## src/rtl/qdec_pkg.sv

```systemverilog
`timescale 1ns / 1ps
// shared types, codes and constants of the quadrature decoder
// no dependencies

package qdec_pkg;

	// action codes
	localparam logic [1:0] ACT_SAMPLE = 2'd0;
	localparam logic [1:0] ACT_SPEED  = 2'd1;
	localparam logic [1:0] ACT_CLEAR  = 2'd2;

	// configuration register indexes and port widths
	localparam int unsigned    PADDR_W     = 3;
	localparam int unsigned    REG_IDX_W   = 1;
	localparam logic [REG_IDX_W-1:0] REG_REVERSE = 1'd0;

	// speed scaling and serial divider sizing
	localparam int unsigned    SCALE_W     = 10;
	localparam logic [SCALE_W-1:0] SPEED_SCALE = 10'd1000;
	localparam int unsigned    DVD_W       = 41;
	localparam int unsigned    DIV_STEPS   = DVD_W;
	localparam int unsigned    CNT_W       = $clog2(DIV_STEPS);

	typedef struct packed {
		logic take;
		logic mul;
		logic div_step;
		logic finish;
		logic load_out;
	} cmd_t;

	typedef struct packed {
		logic speed_go;
	} stat_t;

	// 4x decode table, index is {previous ab, current ab}
	function automatic logic signed [1:0] step_lut(input logic [3:0] idx);
		logic signed [1:0] s;
		case (idx)
			4'd1, 4'd7, 4'd8, 4'd14: s = -2'sd1;
			4'd2, 4'd4, 4'd11, 4'd13: s = 2'sd1;
			default: s = 2'sd0;
		endcase
		return s;
	endfunction

endpackage

```

## src/rtl/qdec_if.sv

```systemverilog
`timescale 1ns / 1ps
// request and result channels of the quadrature decoder
// no dependencies

interface qdec_item_if;
	logic        valid;
	logic        ready;
	logic [1:0]  action;
	logic        pin_a;
	logic        pin_b;
	logic [15:0] interval_ms;

	modport source (output valid, action, pin_a, pin_b, interval_ms, input ready);
	modport sink (input valid, action, pin_a, pin_b, interval_ms, output ready);
endinterface

interface qdec_result_if;
	logic               valid;
	logic               ready;
	logic signed [31:0] position_count;
	logic signed [15:0] speed_counts_per_s;
	logic signed [1:0]  step_taken;

	modport source (output valid, position_count, speed_counts_per_s, step_taken,
		input ready);
	modport sink (input valid, position_count, speed_counts_per_s, step_taken,
		output ready);
endinterface

```

## src/rtl/quadrature_decoder_with_speed.sv

```systemverilog
`timescale 1ns / 1ps
// quadrature decoder top level: sample, speed and clear requests, one result each
// sequencing: sample, clear and zero-interval speed requests go straight to the
// result register; a speed request first passes the multiply, the 41-step serial
// divider and saturation; flow: one request at a time, next request taken once
// the previous is loaded into the result register, held while the old one is unread
// reset: arst_n clears position, speed, decoder history and the direction register
// depends on qdec_pkg, qdec_if, qdec_ctrl, qdec_dp

module quadrature_decoder_with_speed (
	input  logic                         clk,
	input  logic                         arst_n,
	qdec_item_if.sink                    item,
	qdec_result_if.source                result,
	input  logic                         psel,
	input  logic                         penable,
	input  logic                         pwrite,
	input  logic [qdec_pkg::PADDR_W-1:0] paddr,
	input  logic [31:0]                  pwdata,
	output logic [31:0]                  prdata,
	output logic                         pready
);

	logic                                reverse_q;
	logic [qdec_pkg::REG_IDX_W-1:0]      reg_idx;
	qdec_pkg::cmd_t                      cmd;
	qdec_pkg::stat_t                     stat;

	assign pready  = 1'b1;
	assign reg_idx = paddr[qdec_pkg::PADDR_W-1:2];
	assign prdata  = (reg_idx == qdec_pkg::REG_REVERSE) ? {31'd0, reverse_q} : 32'd0;

	always_ff @(posedge clk or negedge arst_n) begin
		if (!arst_n) begin
			reverse_q <= 1'b0;
		end else if (psel && penable && pwrite && reg_idx == qdec_pkg::REG_REVERSE) begin
			reverse_q <= pwdata[0];
		end
	end

	qdec_ctrl u_ctrl (
		.clk          (clk),
		.arst_n       (arst_n),
		.item_valid   (item.valid),
		.item_ready   (item.ready),
		.result_valid (result.valid),
		.result_ready (result.ready),
		.stat         (stat),
		.cmd          (cmd)
	);

	qdec_dp u_dp (
		.clk                (clk),
		.arst_n             (arst_n),
		.cmd                (cmd),
		.stat               (stat),
		.reverse            (reverse_q),
		.action             (item.action),
		.pin_a              (item.pin_a),
		.pin_b              (item.pin_b),
		.interval_ms        (item.interval_ms),
		.position_count     (result.position_count),
		.speed_counts_per_s (result.speed_counts_per_s),
		.step_taken         (result.step_taken)
	);

endmodule

```

## src/rtl/qdec_dp.sv

```systemverilog
`timescale 1ns / 1ps
// datapath: position counter, speed multiply, serial divider, result register
// depends on qdec_pkg

module qdec_dp (
	input  logic                 clk,
	input  logic                 arst_n,
	input  qdec_pkg::cmd_t       cmd,
	output qdec_pkg::stat_t      stat,
	input  logic                 reverse,
	input  logic [1:0]           action,
	input  logic                 pin_a,
	input  logic                 pin_b,
	input  logic [15:0]          interval_ms,
	output logic signed [31:0]   position_count,
	output logic signed [15:0]   speed_counts_per_s,
	output logic signed [1:0]    step_taken
);

	logic [1:0]                  prev_ab_q;
	logic                        primed_q;
	logic [31:0]                 pos_q;
	logic [31:0]                 last_pos_q;
	logic signed [15:0]          speed_q;
	logic signed [1:0]           step_q;
	logic [31:0]                 delta_q;
	logic [15:0]                 divisor_q;
	logic                        neg_q;
	logic [qdec_pkg::DVD_W-1:0]  dvd_q;
	logic [qdec_pkg::DVD_W-1:0]  quo_q;
	logic [15:0]                 rem_q;

	logic [1:0]                  now_ab;
	logic signed [1:0]           step_raw;
	logic signed [1:0]           step_dir;
	logic [31:0]                 mag;
	logic [qdec_pkg::DVD_W:0]    prod;
	logic [16:0]                 rem_sh;
	logic                        fits;
	logic [16:0]                 rem_sub;
	logic [15:0]                 speed_sat;

	assign now_ab   = {pin_a, pin_b};
	assign step_raw = qdec_pkg::step_lut({prev_ab_q, now_ab});
	assign step_dir = reverse ? -step_raw : step_raw;

	assign stat.speed_go = (action == qdec_pkg::ACT_SPEED) && (interval_ms != 16'd0);

	// magnitude of the position change, 1000 folded in as a constant multiply
	assign mag  = delta_q[31] ? (~delta_q + 32'd1) : delta_q;
	assign prod = {{(qdec_pkg::DVD_W - 31){1'b0}}, mag}
		* {{(qdec_pkg::DVD_W + 1 - qdec_pkg::SCALE_W){1'b0}}, qdec_pkg::SPEED_SCALE};

	// one restoring division step per cycle
	assign rem_sh  = {rem_q, dvd_q[qdec_pkg::DVD_W-1]};
	assign fits    = rem_sh >= {1'b0, divisor_q};
	assign rem_sub = rem_sh - {1'b0, divisor_q};

	// quotient truncates toward zero, then clamps to int16
	always_comb begin
		if (neg_q) begin
			if (quo_q > qdec_pkg::DVD_W'(32768)) begin
				speed_sat = 16'h8000;
			end else begin
				speed_sat = ~quo_q[15:0] + 16'd1;
			end
		end else begin
			if (quo_q > qdec_pkg::DVD_W'(32767)) begin
				speed_sat = 16'h7fff;
			end else begin
				speed_sat = quo_q[15:0];
			end
		end
	end

	always_ff @(posedge clk or negedge arst_n) begin
		if (!arst_n) begin
			prev_ab_q  <= 2'd0;
			primed_q   <= 1'b0;
			pos_q      <= 32'd0;
			last_pos_q <= 32'd0;
			speed_q    <= 16'sd0;
		end else begin
			if (cmd.take) begin
				case (action)
					qdec_pkg::ACT_SAMPLE: begin
						if (primed_q) begin
							pos_q <= pos_q + {{30{step_dir[1]}}, step_dir};
						end
						primed_q  <= 1'b1;
						prev_ab_q <= now_ab;
					end
					qdec_pkg::ACT_CLEAR: begin
						pos_q      <= 32'd0;
						last_pos_q <= 32'd0;
						speed_q    <= 16'sd0;
					end
					default: begin
					end
				endcase
			end
			if (cmd.finish) begin
				speed_q    <= speed_sat;
				last_pos_q <= pos_q;
			end
		end
	end

	// working registers of the speed path and the result register
	always_ff @(posedge clk) begin
		if (cmd.take) begin
			step_q    <= (action == qdec_pkg::ACT_SAMPLE && primed_q) ? step_dir : 2'sd0;
			delta_q   <= pos_q - last_pos_q;
			divisor_q <= interval_ms;
		end
		if (cmd.mul) begin
			neg_q <= delta_q[31];
			dvd_q <= prod[qdec_pkg::DVD_W-1:0];
			quo_q <= '0;
			rem_q <= 16'd0;
		end
		if (cmd.div_step) begin
			dvd_q <= {dvd_q[qdec_pkg::DVD_W-2:0], 1'b0};
			quo_q <= {quo_q[qdec_pkg::DVD_W-2:0], fits};
			rem_q <= fits ? rem_sub[15:0] : rem_sh[15:0];
		end
		if (cmd.load_out) begin
			position_count     <= pos_q;
			speed_counts_per_s <= speed_q;
			step_taken         <= step_q;
		end
	end

endmodule

```

## src/rtl/qdec_ctrl.sv

```systemverilog
`timescale 1ns / 1ps
// controller: sequences one request at a time and owns the result valid flag
// depends on qdec_pkg

module qdec_ctrl (
	input  logic            clk,
	input  logic            arst_n,
	input  logic            item_valid,
	output logic            item_ready,
	output logic            result_valid,
	input  logic            result_ready,
	input  qdec_pkg::stat_t stat,
	output qdec_pkg::cmd_t  cmd
);

	typedef enum logic [2:0] {
		ST_IDLE,
		ST_MUL,
		ST_DIV,
		ST_SAT,
		ST_DONE
	} state_t;

	state_t                    state_q;
	logic [qdec_pkg::CNT_W-1:0] cnt_q;
	logic                      out_free;

	assign item_ready = (state_q == ST_IDLE);
	assign out_free   = !result_valid || result_ready;

	always_comb begin
		cmd          = '0;
		cmd.take     = (state_q == ST_IDLE) && item_valid;
		cmd.mul      = (state_q == ST_MUL);
		cmd.div_step = (state_q == ST_DIV);
		cmd.finish   = (state_q == ST_SAT);
		cmd.load_out = (state_q == ST_DONE) && out_free;
	end

	always_ff @(posedge clk or negedge arst_n) begin
		if (!arst_n) begin
			state_q      <= ST_IDLE;
			cnt_q        <= '0;
			result_valid <= 1'b0;
		end else begin
			if (cmd.load_out) begin
				result_valid <= 1'b1;
			end else if (result_valid && result_ready) begin
				result_valid <= 1'b0;
			end
			case (state_q)
				ST_IDLE: begin
					if (item_valid) begin
						state_q <= stat.speed_go ? ST_MUL : ST_DONE;
					end
				end
				ST_MUL: begin
					cnt_q   <= '0;
					state_q <= ST_DIV;
				end
				ST_DIV: begin
					cnt_q <= cnt_q + 1'b1;
					if (cnt_q == qdec_pkg::CNT_W'(qdec_pkg::DIV_STEPS - 1)) begin
						state_q <= ST_SAT;
					end
				end
				ST_SAT: begin
					state_q <= ST_DONE;
				end
				ST_DONE: begin
					// wait here only while the previous result is still unread
					if (out_free) begin
						state_q <= ST_IDLE;
					end
				end
				default: begin
					state_q <= ST_IDLE;
				end
			endcase
		end
	end

endmodule
```

## src/flat_wrapper.sv

```systemverilog
// flat-port wrapper written by rule: the top's interface ports become plain ports
module quadrature_decoder_with_speed_flat 
  (clk, arst_n, psel, penable, pwrite, paddr, pwdata, prdata, pready, item_valid, item_action, item_pin_a, item_pin_b, item_interval_ms, item_ready, result_valid, result_position_count, result_speed_counts_per_s, result_step_taken, result_ready);
  qdec_item_if item_i ();
  qdec_result_if result_i ();
  input  logic clk;
  input  logic arst_n;
  input  logic psel;
  input  logic penable;
  input  logic pwrite;
  input  logic [qdec_pkg::PADDR_W-1:0] paddr;
  input  logic [31:0] pwdata;
  output logic [31:0] prdata;
  output logic pready;
  input wire logic [$bits(item_i.valid)-1:0] item_valid;
  input wire logic [$bits(item_i.action)-1:0] item_action;
  input wire logic [$bits(item_i.pin_a)-1:0] item_pin_a;
  input wire logic [$bits(item_i.pin_b)-1:0] item_pin_b;
  input wire logic [$bits(item_i.interval_ms)-1:0] item_interval_ms;
  output wire logic [$bits(item_i.ready)-1:0] item_ready;
  output wire logic [$bits(result_i.valid)-1:0] result_valid;
  output wire logic [$bits(result_i.position_count)-1:0] result_position_count;
  output wire logic [$bits(result_i.speed_counts_per_s)-1:0] result_speed_counts_per_s;
  output wire logic [$bits(result_i.step_taken)-1:0] result_step_taken;
  input wire logic [$bits(result_i.ready)-1:0] result_ready;
  assign item_i.valid = item_valid;
  assign item_i.action = item_action;
  assign item_i.pin_a = item_pin_a;
  assign item_i.pin_b = item_pin_b;
  assign item_i.interval_ms = item_interval_ms;
  assign item_ready = item_i.ready;
  assign result_valid = result_i.valid;
  assign result_position_count = result_i.position_count;
  assign result_speed_counts_per_s = result_i.speed_counts_per_s;
  assign result_step_taken = result_i.step_taken;
  assign result_i.ready = result_ready;
  quadrature_decoder_with_speed u_core (.clk(clk), .arst_n(arst_n), .item(item_i), .result(result_i), .psel(psel), .penable(penable), .pwrite(pwrite), .paddr(paddr), .pwdata(pwdata), .prdata(prdata), .pready(pready));
endmodule
```

## config.mk

```make
export PLATFORM = sky130hd
export DESIGN_NAME = quadrature_decoder_with_speed_flat
export DESIGN_NICKNAME = d
export VERILOG_FILES = /design/src/rtl/qdec_pkg.sv /design/src/rtl/qdec_if.sv /design/src/rtl/quadrature_decoder_with_speed.sv /design/src/rtl/qdec_dp.sv /design/src/rtl/qdec_ctrl.sv /design/src/flat_wrapper.sv
export SDC_FILE = /design/constraint.sdc
export NUM_CORES = 1
export LEC_CHECK = 0
export BUFFER_PORTS_ARGS = -buffer_cell sky130_fd_sc_hd__buf_2
export CAP_MARGIN = 20
export CORE_ASPECT_RATIO = 1.25
export CORE_UTILIZATION = 60
export CTS_CLUSTER_SIZE = 8
export DETAILED_ROUTE_END_ITERATION = 8
export GPL_TIMING_DRIVEN = 0
export HOLD_SLACK_MARGIN = 0.08
export PLACE_DENSITY = 0.81
export REMOVE_ABC_BUFFERS = 1
export SETUP_SLACK_MARGIN = 0.02
export SYNTH_ARGS = -nofsm -noshare
export SYNTH_HDL_FRONTEND = slang
export SYNTH_SLANG_ARGS = --single-unit
```

## constraint.sdc

```tcl
create_clock -name clk -period 24.1 [get_ports clk]
set_input_delay 7.23 -clock clk [delete_from_list [all_inputs] [get_ports clk]]
set_output_delay 7.23 -clock clk [all_outputs]
set_load 0.03 [all_outputs]
```

== After elaboration in Yosys (flattened, before gate mapping) ==
Memory sizes are Yosys's and may differ from the RTL's.
Cells that the tools add are included.

* Reduce and logical (&&, ||, !) cells: 22
* $lt $le $gt $ge: 3
* $add $sub $neg: 7
* $mul: 1
* Eq/ne operators: 11
* Mux-type cells: 29
* Bitwise gates (word level): 3

{| class="wikitable"
|+ Operators by type and width
! kind !! number
|-
| $mux W41 || 4
|-
| $mux W32 || 5
|-
| $mux W16 || 9
|-
| $pmux W32 S2 || 1
|-
| $gt A41 B15 Y1 const B || 1
|-
| $gt A41 B16 Y1 const B || 1
|-
| $mul A32 B7 Y38 const B || 1
|-
| $add A32 B1 Y32 const B || 1
|-
| $add A32 B32 Y32 || 1
|-
| $not A32 Y32 || 1
|-
| $sub A32 B32 Y32 || 1
|-
| $ge A17 B16 Y1 || 1
|-
| $add A16 B1 Y16 const B || 1
|-
| $not A16 Y16 || 1
|-
| $reduce_bool A16 Y1 || 1
|-
| $sub A16 B16 Y16 || 1
|-
| $pmux W3 S5 || 1
|-
| $mux W3 || 4
|-
| $pmux W6 S2 || 1
|-
| $reduce_bool A2 Y1 || 5
|-
| $logic_and A1 B1 Y1 || 8
|-
| $ne A2 B2 Y1 const B || 4
|-
| $add A6 B1 Y6 const B || 1
|-
| $eq A3 B2 Y1 const B || 2
|-
| other kinds (15) || 19
|}

* Memories kept: 1
* Register bits: 290
* Memory bits (read-only): 32

{| class="wikitable"
|+ Memory list
! name !! depth !! bits a word !! read ports !! clocked after memory_dff !! wr ports !! line !! text
|-
| (no name shown) || 16 || 2 || 1 || 0 || 0 || qdec_pkg.sv:39 || <nowiki>case (idx)</nowiki>
|}

== Depth between registers and ports, before layout ==
* Word-level depth: 6
* Gate-level depth with buffers: 29
* Gate-level depth less buffers: 28

== By module ==
From an unflattened synthesis, not the netlist that was laid out.

* Cells, all modules: 2060
* Area, all modules: 21232.9 sq um

{| class="wikitable"
|+ Modules (own cells, without submodules)
! module !! cells an instance !! instances !! area each (sq um)
|-
| qdec_dp || 1966 || 1 || 20365.8
|-
| qdec_ctrl || 56 || 1 || 565.5
|-
| quadrature_decoder_with_speed || 38 || 1 || 301.5
|}

== Worst setup path after synthesis ==
No wires, ideal clock.

* Kind: input-to-output
* Start point: input paddr[2] (netlist name)
* End point: output prdata[0]
* Path buffers: 0
* Setup slack: 9.208 ns
* Arrival: 7.662 ns
* Required time: 16.870 ns
* Stages on the path: 1
* Path through: nor2b_1

* Cells in the longest elaborated chain, start to end: 1

{| class="wikitable"
|+ Ends and longest elaborated chain
! element !! line !! text
|-
| start, declared || flat_wrapper.sv:11 || <nowiki>input logic [qdec_pkg::PADDR_W-1:0] paddr;</nowiki>
|-
| $mux W1 || quadrature_decoder_with_speed.sv:31 || <nowiki>assign prdata = (reg_idx == qdec_pkg::REG_REVERSE) ? {31'd0, reverse_q} : 32'd0;</nowiki>
|-
| end, declared || flat_wrapper.sv:13 || <nowiki>output logic [31:0] prdata;</nowiki>
|}

Every way passes these cells.

== Final worst setup path ==
Same ends and word-level chain as after synthesis.

==> results.md <==
* Die Ht at 210 um
* Family with the most delay on the worst path: buffers and inverters
* Post_cts resized at 0
* Post-DP HPWL at 30200 um
* First-pass GRT wire length at 71300 um
* RePlAce Congestion at 0.969
* Slew at the pin closest to its max-slew limit at 1050 ps
* Max cap viols at 0
* Register area at 8240 sq um
* Critical Path End Type: primary output
* Relative slew slack at 0.299
* Slew Viols, Final at 0
* Cell taking the most area after synthesis: edfxtp_1
* Initial antenna violation count at 0
* Total die area at 35400 sq um
* Mux contribution to synthesized area at 0.0101
* Cell repeated most along the worst path: buf_2
* Fill count at 2453
* Sequential fraction of the synthesis area at 0.397
* Synth Register Bits at 290
* Slowest stage delay, CP at 210 ps
* WHS Endpoint: u_core.u_dp.step_taken[0]
* Hold path depth at 0
* Yosys warns at 0
* Post-synth top area share at 0.283
* H-tree depth at 2
* I/O pins at 147
* Synth Area in Adders at 0.200
* CP max-delay cell: buf_2
* Area added between synthesis and finish at 10.4%
* Ant. Diodes at 0
* Cts-stage hold buffer count at 0
* CTS clk-pin slew, worst paths at 50 ps
* Clock buffer depth at 3
* EDFF count, synth at 196
* Largest family of logic cells by synthesized area: adder cells
* Critical path class: input pin to primary output
* Core Footprint at 33800 sq um
* Layout cells sized above 1 at 0.0867
* Setup TNS at 0 ps
* FF-to-FF path depth at 26
* Maximum clock rate at 0.0672 GHz
* WL/cell at 16.3 um
* Commonest non-fill, non-tap cells in the layout: inv_1, edfxtp_1, ha_1
* Initial Util at 0.615
* Synth unique cells at 69
* Final setup violating endpoints at 0
* Number of routed nets with antenna violations at 0
* Critical path launch point type: input pin
* DR vias at 14800
* Final worst path period need at 14880 ps
* Clock root cell: clkbuf_16
* TritonCTS clock tree: built
* Final period utilization at 0.618
* XOR/XNOR Fraction of Synth Area at 0.0679
* Number of global-route vias before repair at 15100
* Skew-Pair Late Insertion Delay at 550 ps
* Drt first pass iters at 5
* Pin count of the biggest net entering global routing at 78
* Most common cell after layout, fill and taps aside: inv_1
* Main synth FF type: edfxtp_1
* Area contributors post-synth: edfxtp_1, dfrtp_1, fa_1, ha_1, xnor2_1
* Die X at 168 um
* Final Hold Fails at 0
* Ys async rst share at 0.324
* Min-Delay Startpoint: u_core.u_dp.step_q[0]
* Sink Count at 290
* Worst hold-check path type: flip-flop to flip-flop
* RSZ-0062 raised after global routing: no
* Post-CTS setup buffers at 0
* TritonCTS Buffers at 42
* CP required at 16870 ps
* Synth Area per Inst at 10.3 sq um
* R2R Path End: u_core.u_dp.dvd_q[37]
* Vias per cell at 5.79
* Count of buffers from port buffering at 81
* CP Buf/Inv Count at 2
* Fraction of the mapped netlist area in simple logic gates at 0.121
* Initial DRC Count at 866
* FF-to-FF Start: u_core.u_dp.delta_q[2]
* Worst Path Max Fanout at 2
* Synth Area in Compound Gates at 0.146
* Worst path cell trace: buf_2 -> nor2b_1 -> buf_2
* Flop2flop setup slack at 15720 ps
* Total gr overflow at 0
* Netlist Area Pre-Place at 20800 sq um
* CP Data Arrival Time at 7650 ps
* Gate Count Post-Synth at 2014
* GRT Util Overall at 0.244
* Multi-input gate area at 11500 sq um
* Post-layout net count at 2422
* Num rows at 75
* DRC at 0
* Clock Skew at 18.3 ps
* Final wirelength at 41700 um
* Status: completed
## logic make-up after synthesis
group / count (synthesis)
DFF: 290
xor gates and xnor gates: 161
adders and majority gates: 271
AOI/OAI and AO/OA: 476
and+or+nand+nor: 504
buffers and inverters: 291
muxes: 19
other: 2
## worst max-delay path by stage
stage          cells past startpoint         to     start
2_1_floorplan                      1  prdata[0]  paddr[2]
3_3_place_gp                       3  prdata[0]  paddr[2]
3_5_place_dp                       3  prdata[0]  paddr[2]
4_1_cts                            3  prdata[0]  paddr[2]
5_1_grt                            3  prdata[0]  paddr[2]
6_report                           3  prdata[0]  paddr[2]
## registers in the layout (all words and copies together) (netlist names)
register                        flops
u_core.u_ctrl.cnt_q                 6
u_core.u_dp.dvd_q                  38
u_core.reverse_q                    1
u_core.u_dp.last_pos_q             32
u_core.u_dp.pos_q                  32
u_core.u_dp.position_count         32
u_core.u_dp.divisor_q              16
u_core.u_dp.speed_counts_per_s     16
u_core.u_dp.quo_q                  41
u_core.u_dp.rem_q                  16
u_core.u_dp.step_q                  2
u_core.u_dp.step_taken              2
u_core.u_dp.neg_q                   1
u_core.u_ctrl.result_valid          1
u_core.u_ctrl.state_q               3
u_core.u_dp.delta_q                32
u_core.u_dp.primed_q                1
u_core.u_dp.prev_ab_q               2
u_core.u_dp.speed_q                16
## cell type report
cell class              instances  area share
clock inverters                 4     0.00295
repair buffers                 94      0.0283
well taps                     423      0.0231
clock buffers                  73      0.0509
flip-flops and latches        290       0.359
multi-input cells            1463       0.501
inverters                     209      0.0342
## metrics by stage
step	instances	cell area [sq um]	utilization	setup WS [ps]	hold slack, ps
2_1_floorplan	1962	20400	-	9210	400
3_3_place_gp	2466	21400	0.633	9260	402
3_5_place_dp	2478	21700	0.641	9240	420
4_1_cts	2555	22900	0.678	9230	435
5_1_grt	2556	22900	0.678	9210	439
6_report	2556	22900	0.678	9220	434
## routing by layer
layer | up-vias | part of all wire | track usage
met1 | 7210 | 0.43 | 0.313
met3 | 65 | 0.034 | 0.0252
li1 | 7203 | - | -
met2 | 327 | 0.51 | 0.431
met4 | 0 | 0.028 | 0.0884
met5 | - | 0 | 0
## Yosys cell counts, types with 19 or more instances
library cell,n
a21o_1,61
a21oi_1,133
a22o_1,35
and2_1,43
buf_4,32
clkbuf_1,47
dfrtp_1,94
edfxtp_1,196
fa_1,104
ha_1,156
inv_1,208
nand2_1,137
nand3_1,31
nor2_1,120
nor2b_1,21
nor3_1,29
o21a_1,19
o21ai_0,124
xnor2_1,99
xor2_1,62
Power is not shown: default switching activity piles up to over one toggle a cycle in this logic, so the estimate is an artifact.
